<file path="config.mk">
export PLATFORM = sky130hd
export DESIGN_NAME = lowest_free_room_scheduler_core_flat
export DESIGN_NICKNAME = d
export VERILOG_FILES = /design/src/hdl/lfrs_pkg.sv /design/src/hdl/lfrs_job_if.sv /design/src/hdl/lfrs_res_if.sv /design/src/hdl/lfrs_store.sv /design/src/hdl/lfrs_scan.sv /design/src/hdl/lowest_free_room_scheduler_core.sv /design/src/flat_wrapper.sv
export SDC_FILE = /design/constraint.sdc
export NUM_CORES = 2
export LEC_CHECK = 0
export BUFFER_PORTS_ARGS = -buffer_cell sky130_fd_sc_hd__buf_2
export CORE_MARGIN = 2
export CORE_UTILIZATION = 45
export DETAILED_ROUTE_END_ITERATION = 12
export SLEW_MARGIN = 30
export SYNTH_ARGS = -nofsm -noshare
export SYNTH_HDL_FRONTEND = slang
export SYNTH_SLANG_ARGS = --single-unit
</file>
<file path="constraint.sdc">
create_clock -name clk -period 8.8 [get_ports clk]
set_input_delay 0.44 -clock clk [delete_from_list [all_inputs] [get_ports clk]]
set_output_delay 0.44 -clock clk [all_outputs]
set_load 0.005 [all_outputs]
</file>
<file path="src/hdl/lfrs_pkg.sv">
`timescale 1ns / 1ps
// ----------------------------------------------------------------------------
// lfrs_pkg
// Shared types and fixed field widths of the lowest free room scheduler.
// ----------------------------------------------------------------------------
package lfrs_pkg;

    localparam int CNT_BITS      = 16;
    localparam int CFG_BITS      = 5;
    localparam int IN_TIME_BITS  = 32;
    localparam int OUT_TIME_BITS = 48;
    localparam int OUT_ROOM_BITS = 4;

    localparam logic [CNT_BITS-1:0] CNT_MAX   = '1;
    localparam logic [CFG_BITS-1:0] CFG_RESET = 5'd16;

    localparam logic MODE_SCHED = 1'b0;
    localparam logic MODE_CLEAR = 1'b1;

    typedef enum logic [4:0] {
        ST_IDLE   = 5'b00001,
        ST_SCAN   = 5'b00010,
        ST_WAIT   = 5'b00100,
        ST_COMMIT = 5'b01000,
        ST_DONE   = 5'b10000
    } state_t;

    typedef struct packed {
        logic start;
        logic eval;
    } scan_ctl_t;

endpackage

</file>
<file path="src/hdl/lfrs_job_if.sv">
`timescale 1ns / 1ps
// ----------------------------------------------------------------------------
// lfrs_job_if
// Job channel: valid/ready handshake with mode, start and end time.
// ----------------------------------------------------------------------------
interface lfrs_job_if
    import lfrs_pkg::*;
();
    logic                    valid;
    logic                    ready;
    logic                    mode;
    logic [IN_TIME_BITS-1:0] start_time;
    logic [IN_TIME_BITS-1:0] end_time;

    modport source (output valid, output mode, output start_time, output end_time,
                    input ready);
    modport sink   (input valid, input mode, input start_time, input end_time,
                    output ready);
endinterface

</file>
<file path="src/hdl/lfrs_res_if.sv">
`timescale 1ns / 1ps
// ----------------------------------------------------------------------------
// lfrs_res_if
// Result channel: valid/ready handshake with the scheduling result fields.
// ----------------------------------------------------------------------------
interface lfrs_res_if
    import lfrs_pkg::*;
();
    logic                     valid;
    logic                     ready;
    logic [OUT_ROOM_BITS-1:0] assigned_room;
    logic [OUT_TIME_BITS-1:0] actual_start;
    logic                     was_delayed;
    logic [OUT_ROOM_BITS-1:0] busiest_room;
    logic [CNT_BITS-1:0]      busiest_count;
    logic                     bad_job;

    modport source (output valid, output assigned_room, output actual_start,
                    output was_delayed, output busiest_room, output busiest_count,
                    output bad_job, input ready);
    modport sink   (input valid, input assigned_room, input actual_start,
                    input was_delayed, input busiest_room, input busiest_count,
                    input bad_job, output ready);
endinterface

</file>
<file path="src/hdl/lfrs_store.sv">
`timescale 1ns / 1ps
// ----------------------------------------------------------------------------
// lfrs_store
// Per-room free time and use count memory with valid bits; registered read.
// ----------------------------------------------------------------------------
module lfrs_store
    import lfrs_pkg::*;
#(
    parameter int ROOMS     = 16,
    parameter int TIME_BITS = 48,
    parameter int IDX_BITS  = 4
)
(
    input  logic                 clk,
    input  logic                 rst_n,
    input  logic                 clear,
    input  logic                 wr_en,
    input  logic [IDX_BITS-1:0]  wr_addr,
    input  logic [TIME_BITS-1:0] wr_time,
    input  logic [CNT_BITS-1:0]  wr_cnt,
    input  logic [IDX_BITS-1:0]  rd_addr,
    output logic [TIME_BITS-1:0] rd_time,
    output logic [CNT_BITS-1:0]  rd_cnt
);

    logic [TIME_BITS-1:0] time_mem [ROOMS];
    logic [CNT_BITS-1:0]  cnt_mem  [ROOMS];
    logic [ROOMS-1:0]     valid_reg;
    logic [TIME_BITS-1:0] rd_time_reg;
    logic [CNT_BITS-1:0]  rd_cnt_reg;
    logic                 rd_valid_reg;

    always_ff @(posedge clk or negedge rst_n)
    begin
        if (!rst_n)
        begin
            valid_reg <= '0;
        end
        else if (clear)
        begin
            valid_reg <= '0;
        end
        else if (wr_en)
        begin
            valid_reg[wr_addr] <= 1'b1;
        end
    end

    always_ff @(posedge clk)
    begin
        if (wr_en)
        begin
            time_mem[wr_addr] <= wr_time;
            cnt_mem[wr_addr]  <= wr_cnt;
        end
    end

    always_ff @(posedge clk)
    begin
        rd_time_reg  <= time_mem[rd_addr];
        rd_cnt_reg   <= cnt_mem[rd_addr];
        rd_valid_reg <= valid_reg[rd_addr];
    end

    assign rd_time = rd_valid_reg ? rd_time_reg : '0;
    assign rd_cnt  = rd_valid_reg ? rd_cnt_reg  : '0;

endmodule

</file>
<file path="src/hdl/lfrs_scan.sv">
`timescale 1ns / 1ps
// ----------------------------------------------------------------------------
// lfrs_scan
// Compare unit applied to one room per cycle: first free room, earliest
// freeing room and busiest room of the rooms in use.
// ----------------------------------------------------------------------------
module lfrs_scan
    import lfrs_pkg::*;
#(
    parameter int TIME_BITS = 48,
    parameter int IDX_BITS  = 4
)
(
    input  logic                 clk,
    input  logic                 rst_n,
    input  scan_ctl_t            ctl,
    input  logic [IDX_BITS-1:0]  idx,
    input  logic [TIME_BITS-1:0] room_time,
    input  logic [CNT_BITS-1:0]  room_cnt,
    input  logic [TIME_BITS-1:0] start_time,
    output logic                 found,
    output logic [IDX_BITS-1:0]  first_room,
    output logic [CNT_BITS-1:0]  first_cnt,
    output logic [IDX_BITS-1:0]  min_room,
    output logic [TIME_BITS-1:0] min_time,
    output logic [CNT_BITS-1:0]  min_cnt,
    output logic [IDX_BITS-1:0]  best_room,
    output logic [CNT_BITS-1:0]  best_cnt
);

    logic                 found_reg;
    logic [IDX_BITS-1:0]  first_room_reg;
    logic [CNT_BITS-1:0]  first_cnt_reg;
    logic [IDX_BITS-1:0]  min_room_reg;
    logic [TIME_BITS-1:0] min_time_reg;
    logic [CNT_BITS-1:0]  min_cnt_reg;
    logic [IDX_BITS-1:0]  best_room_reg;
    logic [CNT_BITS-1:0]  best_cnt_reg;
    logic                 is_first;
    logic                 hit_free;
    logic                 hit_min;
    logic                 hit_best;

    assign is_first = (idx == '0);
    assign hit_free = !found_reg && (room_time <= start_time);
    assign hit_min  = is_first || (room_time < min_time_reg);
    assign hit_best = is_first || (room_cnt > best_cnt_reg);

    always_ff @(posedge clk or negedge rst_n)
    begin
        if (!rst_n)
        begin
            found_reg <= 1'b0;
        end
        else if (ctl.start)
        begin
            found_reg <= 1'b0;
        end
        else if (ctl.eval && hit_free)
        begin
            found_reg <= 1'b1;
        end
    end

    always_ff @(posedge clk)
    begin
        if (ctl.eval)
        begin
            if (hit_free)
            begin
                first_room_reg <= idx;
                first_cnt_reg  <= room_cnt;
            end
            if (hit_min)
            begin
                min_room_reg <= idx;
                min_time_reg <= room_time;
                min_cnt_reg  <= room_cnt;
            end
            if (hit_best)
            begin
                best_room_reg <= idx;
                best_cnt_reg  <= room_cnt;
            end
        end
    end

    assign found      = found_reg;
    assign first_room = first_room_reg;
    assign first_cnt  = first_cnt_reg;
    assign min_room   = min_room_reg;
    assign min_time   = min_time_reg;
    assign min_cnt    = min_cnt_reg;
    assign best_room  = best_room_reg;
    assign best_cnt   = best_cnt_reg;

endmodule

</file>
<file path="src/hdl/lowest_free_room_scheduler_core.sv">
`timescale 1ns / 1ps
// ----------------------------------------------------------------------------
// lowest_free_room_scheduler_core
// Assigns jobs to the lowest free room or delays them to the earliest
// freeing room, keeping per-room free time and use count.
// ----------------------------------------------------------------------------
// Usage:
//   job_ch carries one item per job: mode, start_time, end_time. mode 0
//   schedules the job, mode 1 clears all free times and counts.
//   res_ch returns exactly one item per job, in order.
//   cfg_we/cfg_wdata write rooms_in_use (0 acts as 1, above ROOMS as ROOMS);
//   write it only while no job is in flight.
//   A scheduled job goes from acceptance to the result register through
//   one store read per room, K being the active room count, each read
//   passing through the single compare unit, then a wait state for the
//   read latency, a commit and the unload. A clear item goes straight to
//   the unload. job_ch.ready is high only when idle, so one job is in
//   flight at a time.
//   The result register holds a finished item while res_ch stalls; the next
//   job is accepted and scanned meanwhile and waits for the register.
//   Reset empties the store (free times and counts read as zero), drops
//   any pending result and sets rooms_in_use to 16.
// ----------------------------------------------------------------------------
module lowest_free_room_scheduler_core
    import lfrs_pkg::*;
#(
    parameter int ROOMS     = 16,
    parameter int TIME_BITS = 48
)
(
    input  logic                clk,
    input  logic                rst_n,
    input  logic                cfg_we,
    input  logic [CFG_BITS-1:0] cfg_wdata,
    lfrs_job_if.sink            job_ch,
    lfrs_res_if.source          res_ch
);

    localparam int IDX_BITS = (ROOMS > 1) ? $clog2(ROOMS) : 1;
    localparam logic [6:0] ROOMS_W = 7'(ROOMS);

    state_t state_reg, state_next;

    logic [CFG_BITS-1:0]     rooms_in_use_reg;
    logic [6:0]              active_cnt;
    logic [IDX_BITS-1:0]     last_idx;

    logic [IDX_BITS-1:0]     addr_reg, addr_next;
    logic                    eval_reg;
    logic [IDX_BITS-1:0]     eval_idx_reg;

    logic [IN_TIME_BITS-1:0] st_reg;
    logic [IN_TIME_BITS-1:0] en_reg;
    logic                    bad_reg;

    logic [IDX_BITS-1:0]     res_room_reg;
    logic [TIME_BITS-1:0]    res_actual_reg;
    logic                    res_delayed_reg;
    logic [IDX_BITS-1:0]     res_best_room_reg;
    logic [CNT_BITS-1:0]     res_best_cnt_reg;
    logic                    res_bad_reg;

    logic                     out_valid_reg;
    logic [OUT_ROOM_BITS-1:0] out_room_reg;
    logic [OUT_TIME_BITS-1:0] out_actual_reg;
    logic                     out_delayed_reg;
    logic [OUT_ROOM_BITS-1:0] out_best_room_reg;
    logic [CNT_BITS-1:0]      out_best_cnt_reg;
    logic                     out_bad_reg;

    logic                    job_accept;
    logic                    out_load;
    scan_ctl_t               scan_ctl;

    logic [TIME_BITS-1:0]    rd_time;
    logic [CNT_BITS-1:0]     rd_cnt;
    logic                    found;
    logic [IDX_BITS-1:0]     first_room;
    logic [CNT_BITS-1:0]     first_cnt;
    logic [IDX_BITS-1:0]     min_room;
    logic [TIME_BITS-1:0]    min_time;
    logic [CNT_BITS-1:0]     min_cnt;
    logic [IDX_BITS-1:0]     best_room;
    logic [CNT_BITS-1:0]     best_cnt;

    logic [IDX_BITS-1:0]     sel_room;
    logic [CNT_BITS-1:0]     sel_cnt;
    logic [CNT_BITS-1:0]     new_cnt;
    logic [TIME_BITS-1:0]    new_time;
    logic [TIME_BITS-1:0]    sel_actual;
    logic [IN_TIME_BITS-1:0] duration;
    logic [TIME_BITS:0]      delayed_sum;
    logic                    take_sel;
    logic                    store_wr;
    logic                    store_clear;

    // active room count and last scanned index
    always_comb
    begin
        active_cnt = 7'(rooms_in_use_reg);
        if (rooms_in_use_reg == '0)
        begin
            active_cnt = 7'd1;
        end
        else if (active_cnt > ROOMS_W)
        begin
            active_cnt = ROOMS_W;
        end
        last_idx = IDX_BITS'(active_cnt - 7'd1);
    end

    always_ff @(posedge clk or negedge rst_n)
    begin
        if (!rst_n)
        begin
            rooms_in_use_reg <= CFG_RESET;
        end
        else if (cfg_we)
        begin
            rooms_in_use_reg <= cfg_wdata;
        end
    end

    assign job_ch.ready = (state_reg == ST_IDLE);
    assign job_accept   = job_ch.valid && job_ch.ready;
    assign out_load     = (state_reg == ST_DONE) && (!out_valid_reg || res_ch.ready);
    assign store_clear  = job_accept && (job_ch.mode == MODE_CLEAR);
    assign store_wr     = (state_reg == ST_COMMIT) && !bad_reg;

    assign scan_ctl.start = job_accept && (job_ch.mode == MODE_SCHED);
    assign scan_ctl.eval  = eval_reg;

    // sequencer
    always_comb
    begin
        state_next = state_reg;
        addr_next  = addr_reg;
        case (state_reg)
            ST_IDLE:
            begin
                if (job_accept)
                begin
                    addr_next = '0;
                    if (job_ch.mode == MODE_CLEAR)
                    begin
                        state_next = ST_DONE;
                    end
                    else
                    begin
                        state_next = ST_SCAN;
                    end
                end
            end
            ST_SCAN:
            begin
                if (addr_reg == last_idx)
                begin
                    state_next = ST_WAIT;
                end
                else
                begin
                    addr_next = addr_reg + 1'b1;
                end
            end
            ST_WAIT:
            begin
                state_next = ST_COMMIT;
            end
            ST_COMMIT:
            begin
                state_next = ST_DONE;
            end
            ST_DONE:
            begin
                if (out_load)
                begin
                    state_next = ST_IDLE;
                end
            end
            default:
            begin
                state_next = ST_IDLE;
            end
        endcase
    end

    always_ff @(posedge clk or negedge rst_n)
    begin
        if (!rst_n)
        begin
            state_reg <= ST_IDLE;
            addr_reg  <= '0;
            eval_reg  <= 1'b0;
        end
        else
        begin
            state_reg <= state_next;
            addr_reg  <= addr_next;
            eval_reg  <= (state_reg == ST_SCAN);
        end
    end

    always_ff @(posedge clk)
    begin
        eval_idx_reg <= addr_reg;
        if (job_accept)
        begin
            st_reg  <= job_ch.start_time;
            en_reg  <= job_ch.end_time;
            bad_reg <= (job_ch.end_time <= job_ch.start_time);
        end
    end

    lfrs_store #(
        .ROOMS     (ROOMS),
        .TIME_BITS (TIME_BITS),
        .IDX_BITS  (IDX_BITS)
    ) u_store (
        .clk     (clk),
        .rst_n   (rst_n),
        .clear   (store_clear),
        .wr_en   (store_wr),
        .wr_addr (sel_room),
        .wr_time (new_time),
        .wr_cnt  (new_cnt),
        .rd_addr (addr_reg),
        .rd_time (rd_time),
        .rd_cnt  (rd_cnt)
    );

    lfrs_scan #(
        .TIME_BITS (TIME_BITS),
        .IDX_BITS  (IDX_BITS)
    ) u_scan (
        .clk        (clk),
        .rst_n      (rst_n),
        .ctl        (scan_ctl),
        .idx        (eval_idx_reg),
        .room_time  (rd_time),
        .room_cnt   (rd_cnt),
        .start_time (TIME_BITS'(st_reg)),
        .found      (found),
        .first_room (first_room),
        .first_cnt  (first_cnt),
        .min_room   (min_room),
        .min_time   (min_time),
        .min_cnt    (min_cnt),
        .best_room  (best_room),
        .best_cnt   (best_cnt)
    );

    // commit: place the job and update the busiest room
    always_comb
    begin
        duration    = en_reg - st_reg;
        delayed_sum = {1'b0, min_time} + (TIME_BITS + 1)'(duration);
        if (found)
        begin
            sel_room   = first_room;
            sel_cnt    = first_cnt;
            sel_actual = TIME_BITS'(st_reg);
            new_time   = TIME_BITS'(en_reg);
        end
        else
        begin
            sel_room   = min_room;
            sel_cnt    = min_cnt;
            sel_actual = min_time;
            new_time   = delayed_sum[TIME_BITS] ? '1 : delayed_sum[TIME_BITS-1:0];
        end
        new_cnt  = (sel_cnt == CNT_MAX) ? sel_cnt : sel_cnt + 1'b1;
        take_sel = (new_cnt > best_cnt) || ((new_cnt == best_cnt) && (sel_room < best_room));
    end

    always_ff @(posedge clk)
    begin
        if (store_clear)
        begin
            res_room_reg      <= '0;
            res_actual_reg    <= '0;
            res_delayed_reg   <= 1'b0;
            res_best_room_reg <= '0;
            res_best_cnt_reg  <= '0;
            res_bad_reg       <= 1'b0;
        end
        else if (state_reg == ST_COMMIT)
        begin
            res_bad_reg <= bad_reg;
            if (bad_reg)
            begin
                res_room_reg      <= '0;
                res_actual_reg    <= '0;
                res_delayed_reg   <= 1'b0;
                res_best_room_reg <= best_room;
                res_best_cnt_reg  <= best_cnt;
            end
            else
            begin
                res_room_reg      <= sel_room;
                res_actual_reg    <= sel_actual;
                res_delayed_reg   <= !found;
                res_best_room_reg <= take_sel ? sel_room : best_room;
                res_best_cnt_reg  <= take_sel ? new_cnt : best_cnt;
            end
        end
    end

    // output register
    always_ff @(posedge clk or negedge rst_n)
    begin
        if (!rst_n)
        begin
            out_valid_reg <= 1'b0;
        end
        else if (out_load)
        begin
            out_valid_reg <= 1'b1;
        end
        else if (res_ch.ready)
        begin
            out_valid_reg <= 1'b0;
        end
    end

    always_ff @(posedge clk)
    begin
        if (out_load)
        begin
            out_room_reg      <= OUT_ROOM_BITS'(res_room_reg);
            out_actual_reg    <= OUT_TIME_BITS'(res_actual_reg);
            out_delayed_reg   <= res_delayed_reg;
            out_best_room_reg <= OUT_ROOM_BITS'(res_best_room_reg);
            out_best_cnt_reg  <= res_best_cnt_reg;
            out_bad_reg       <= res_bad_reg;
        end
    end

    assign res_ch.valid         = out_valid_reg;
    assign res_ch.assigned_room = out_room_reg;
    assign res_ch.actual_start  = out_actual_reg;
    assign res_ch.was_delayed   = out_delayed_reg;
    assign res_ch.busiest_room  = out_best_room_reg;
    assign res_ch.busiest_count = out_best_cnt_reg;
    assign res_ch.bad_job       = out_bad_reg;

endmodule

</file>
<file path="src/flat_wrapper.sv">
// flat-port wrapper written by rule: the top's interface ports become plain ports
module lowest_free_room_scheduler_core_flat import lfrs_pkg::*;
#(
    parameter int ROOMS     = 16,
    parameter int TIME_BITS = 48
)
  (clk, rst_n, cfg_we, cfg_wdata, job_ch_valid, job_ch_mode, job_ch_start_time, job_ch_end_time, job_ch_ready, res_ch_valid, res_ch_assigned_room, res_ch_actual_start, res_ch_was_delayed, res_ch_busiest_room, res_ch_busiest_count, res_ch_bad_job, res_ch_ready);
  lfrs_job_if job_ch_i ();
  lfrs_res_if res_ch_i ();
  input  logic clk;
  input  logic rst_n;
  input  logic cfg_we;
  input  logic [CFG_BITS-1:0] cfg_wdata;
  input wire logic [$bits(job_ch_i.valid)-1:0] job_ch_valid;
  input wire logic [$bits(job_ch_i.mode)-1:0] job_ch_mode;
  input wire logic [$bits(job_ch_i.start_time)-1:0] job_ch_start_time;
  input wire logic [$bits(job_ch_i.end_time)-1:0] job_ch_end_time;
  output wire logic [$bits(job_ch_i.ready)-1:0] job_ch_ready;
  output wire logic [$bits(res_ch_i.valid)-1:0] res_ch_valid;
  output wire logic [$bits(res_ch_i.assigned_room)-1:0] res_ch_assigned_room;
  output wire logic [$bits(res_ch_i.actual_start)-1:0] res_ch_actual_start;
  output wire logic [$bits(res_ch_i.was_delayed)-1:0] res_ch_was_delayed;
  output wire logic [$bits(res_ch_i.busiest_room)-1:0] res_ch_busiest_room;
  output wire logic [$bits(res_ch_i.busiest_count)-1:0] res_ch_busiest_count;
  output wire logic [$bits(res_ch_i.bad_job)-1:0] res_ch_bad_job;
  input wire logic [$bits(res_ch_i.ready)-1:0] res_ch_ready;
  assign job_ch_i.valid = job_ch_valid;
  assign job_ch_i.mode = job_ch_mode;
  assign job_ch_i.start_time = job_ch_start_time;
  assign job_ch_i.end_time = job_ch_end_time;
  assign job_ch_ready = job_ch_i.ready;
  assign res_ch_valid = res_ch_i.valid;
  assign res_ch_assigned_room = res_ch_i.assigned_room;
  assign res_ch_actual_start = res_ch_i.actual_start;
  assign res_ch_was_delayed = res_ch_i.was_delayed;
  assign res_ch_busiest_room = res_ch_i.busiest_room;
  assign res_ch_busiest_count = res_ch_i.busiest_count;
  assign res_ch_bad_job = res_ch_i.bad_job;
  assign res_ch_i.ready = res_ch_ready;
  lowest_free_room_scheduler_core #(.ROOMS(ROOMS), .TIME_BITS(TIME_BITS)) u_core (.clk(clk), .rst_n(rst_n), .cfg_we(cfg_we), .cfg_wdata(cfg_wdata), .job_ch(job_ch_i), .res_ch(res_ch_i));
endmodule
</file>
==> qor.yml <==
status: "completed"
setup_ws_ps: 2360
maxCapViolations: 0
cts_sinks: 1447
fp.dieW_um: 374
drc: 0
wirelength_mm: 166
vdd_drop_max_uv: 225
pre_cts_slack_ps: 2220
place_congestion: 0.898
synth_top_flop_cell: "edfxtp_1"
slew_viol_final: 0
reg2regPathDepth: 21
rrSetupSlack_ps: 2360
crit_path_end_kind: "flop"
ant_nets: 0
powerDensity_mw_per_mm2: 316
path_class: "reg2reg"
grtUsageTotal_pct: 23.4
final_cell_mix: "1271 x edfxtp_1, 265 x mux2i_1, 214 x ha_1"
io_buffers: 150
num-nets-final: 4657
r2r-start: "u_core.st_reg[16]$_DFFE_PP_"
grt_max_degree: 119
hold_path.class: "in2async"
dpl.cell_count: 5920
fin_worst_skew_ps: 27.4
synth_compound_area_share_pct: 8.64
p_leak_nw: 25.0
rsz0062_at_grt: "no"
hpwl_mm: 102
antenna_found_initial: 8
path_clk_slew_ps: 60
gr-total-overflow: 0
detail_route.iter0.violations: 3916
via_per_inst: 5.91
clock-root-buffer: "clkbuf_16"
ys_top_cells_by_area: "edfxtp_1 62%, mux4_2 4.7%, dfxtp_1 4.6%"
max_flop_register: "u_core.u_store.time_mem"
start_kind: "flop"
total_power_mw: 22.4
cts_buffer_depth: 3
crit_path_frequent_cell: "a21oi_1"
hold_slack_ps: 322
syn_area_per_cell_um2: 15.1
grt_pass1_wl_mm: 241
yosys.area_share.simple_pct: 5.46
ctsHtreeMaxLevel: 4
syn_nets: 4371
drt_pass1_iterations: 7
required_ps: 9190
die_h_um: 374
hold_viol_final: 0
yosysWarnings: 0
syn_to_final_growth_pct: 14.8
ys_ff_latch: 1447
start_util_pct: 45.5
core_area_mm2: 0.136
synthMuxAreaShare_pct: 10.4
synth_area_mm2: 0.0618
synthAdderAreaFrac_pct: 4.40
ys_seq_area_share_pct: 67.8
cts_buffers: 146
wl_per_cell_um: 26.5
crit_buf_inv: 3
clock_latency_ps: 780
period_share_pct: 73.2
path_cells: "inv_1, ha_1, and3_1, nand4_1, a2111oi_0, nor3_1, a21oi_1, buf_4, o311a_1, nor4_1, a311o_1, ha_1, a21o_1, a21o_1, a21oi_1, nand3_1, o211ai_4, nor2_2, buf_4, nor2_2, a21oi_1"
cts_setup_buffers: 0
slowest_stage: "nor2_2"
ctsResizeCount: 0
cts-hold-fix-buffers: 78
slowest_delay_ps: 650
synth-edff-count: 1271
cp.arrival_ps: 6830
netlist.area_leader.share_pct: 61.8
fin_cells: 6272
largest_reg_flops: 768
synthArstFlopShare_pct: 2.28
row_count: 135
reg2reg_to: "u_core.u_store.time_mem[2][17]$_DFFE_PP_"
cts_tree: "done"
synth_cell_types: 88
cp_max_fo: 26
synth_cells: 4080
synth.largest_area_cell: "edfxtp_1"
reg_top3: "u_core.u_store.time_mem (768), u_core.u_store.cnt_mem (256)"
vias: 37094
crit_family: "compound AO/OA/AOI/OAI gates"
final.setup.tns_ps: 0
worst_pin_slew_ps: 1010
io_pins: 151
min_period_ps: 6440
finalSetupViolCount: 0
fmax_ghz: 0.155
die-area_mm2: 0.140
synth_top_family_by_area: "multiplexers"
layout_commonest_cell: "edfxtp_1"
drive_gt1_share_pct: 16.9
synth-xor-area-share_pct: 0.936
fillers: 11096
relSlewSlack_pct: 32.7
grt_pass1_vias: 35870
per-stage QoR:
stage,instance area [um2],utilization [%]
after floorplan,61800,-
final,70900,52.2
after global placement,65000,47.8
after CTS,70700,52.1
after detailed placement,65100,48.0
after global routing,70900,52.2
cell usage after synthesis (all sizes together) (75+ instances only):
| cell | count |
|---|---|
| mux2 | 75 |
| nand2 | 155 |
| a21oi | 235 |
| mux2i | 267 |
| a22oi | 85 |
| ha | 214 |
| o21ai | 200 |
| edfxtp | 1271 |
| nor3 | 86 |
| inv | 188 |
| dfxtp | 143 |
| nor2 | 180 |
| mux4 | 130 |
| clkbuf | 123 |
how the worst max path moves through the flow:
stage,start,endpoint,cells after the start
global placement,u_core.st_reg[11]$_DFFE_PP_,u_core.u_store.time_mem[1][26]$_DFFE_PP_,20
floorplan,u_core.u_scan.found$_DFFE_PN0P_,u_core.u_store.cnt_mem[11][0]$_DFFE_PP_,6
global route,u_core.st_reg[0]$_DFFE_PP_,u_core.u_store.time_mem[13][39]$_DFFE_PP_,18
detailed placement,u_core.st_reg[16]$_DFFE_PP_,u_core.u_store.time_mem[5][26]$_DFFE_PP_,21
finish,u_core.st_reg[16]$_DFFE_PP_,u_core.u_store.time_mem[2][17]$_DFFE_PP_,21
CTS,u_core.st_reg[16]$_DFFE_PP_,u_core.u_store.time_mem[5][25]$_DFFE_PP_,21
where the power goes:
part	internal, mW	total (mW)	leakage (nW)	switching, mW
Clock	3.63	6.25	2.36	2.63
Combinational	1.90	6.26	9.55	4.36
Sequential	9.58	9.87	13.1	0.297
Total	15.1	22.4	25.0	7.28
metal layers:
| layer | vias up | global-route usage, % | routed length [um] |
|---|---|---|---|
| met5 | - | 0 | 0 |
| met4 | 0 | 5.88 | 2990 |
| met3 | 196 | 4.18 | 13200 |
| met2 | 1468 | 35.8 | 74800 |
| met1 | 18966 | 34.6 | 75000 |
| li1 | 16464 | - | - |
cells by family (layout without fill, tap and decap cells):
logic type / after synthesis / count (layout)
AOI/OAI and AO/OA: 827 / 827
xor gates and xnor gates: 66 / 66
other: 0 / 1
and+or+nand+nor: 684 / 684
DFF: 1447 / 1447
buffers and inverters: 368 / 778
adders and majority gates: 216 / 216
muxes: 472 / 472
area by class of cell:
type | count | area [um2] | area share, %
Clock buffer | 199 | 4130 | 5.82
Sequential cell | 1447 | 41900 | 59.1
Antenna cell | 1 | 2.50 | 0.00353
Tap cell | 1781 | 2230 | 3.14
Timing Repair Buffer | 318 | 2330 | 3.28
Clock inverter | 73 | 709 | 1.00
Inverter | 188 | 706 | 0.995
Multi-Input combinational cell | 2265 | 18900 | 26.7
Note: power is estimated with default switching activity, not from simulation.
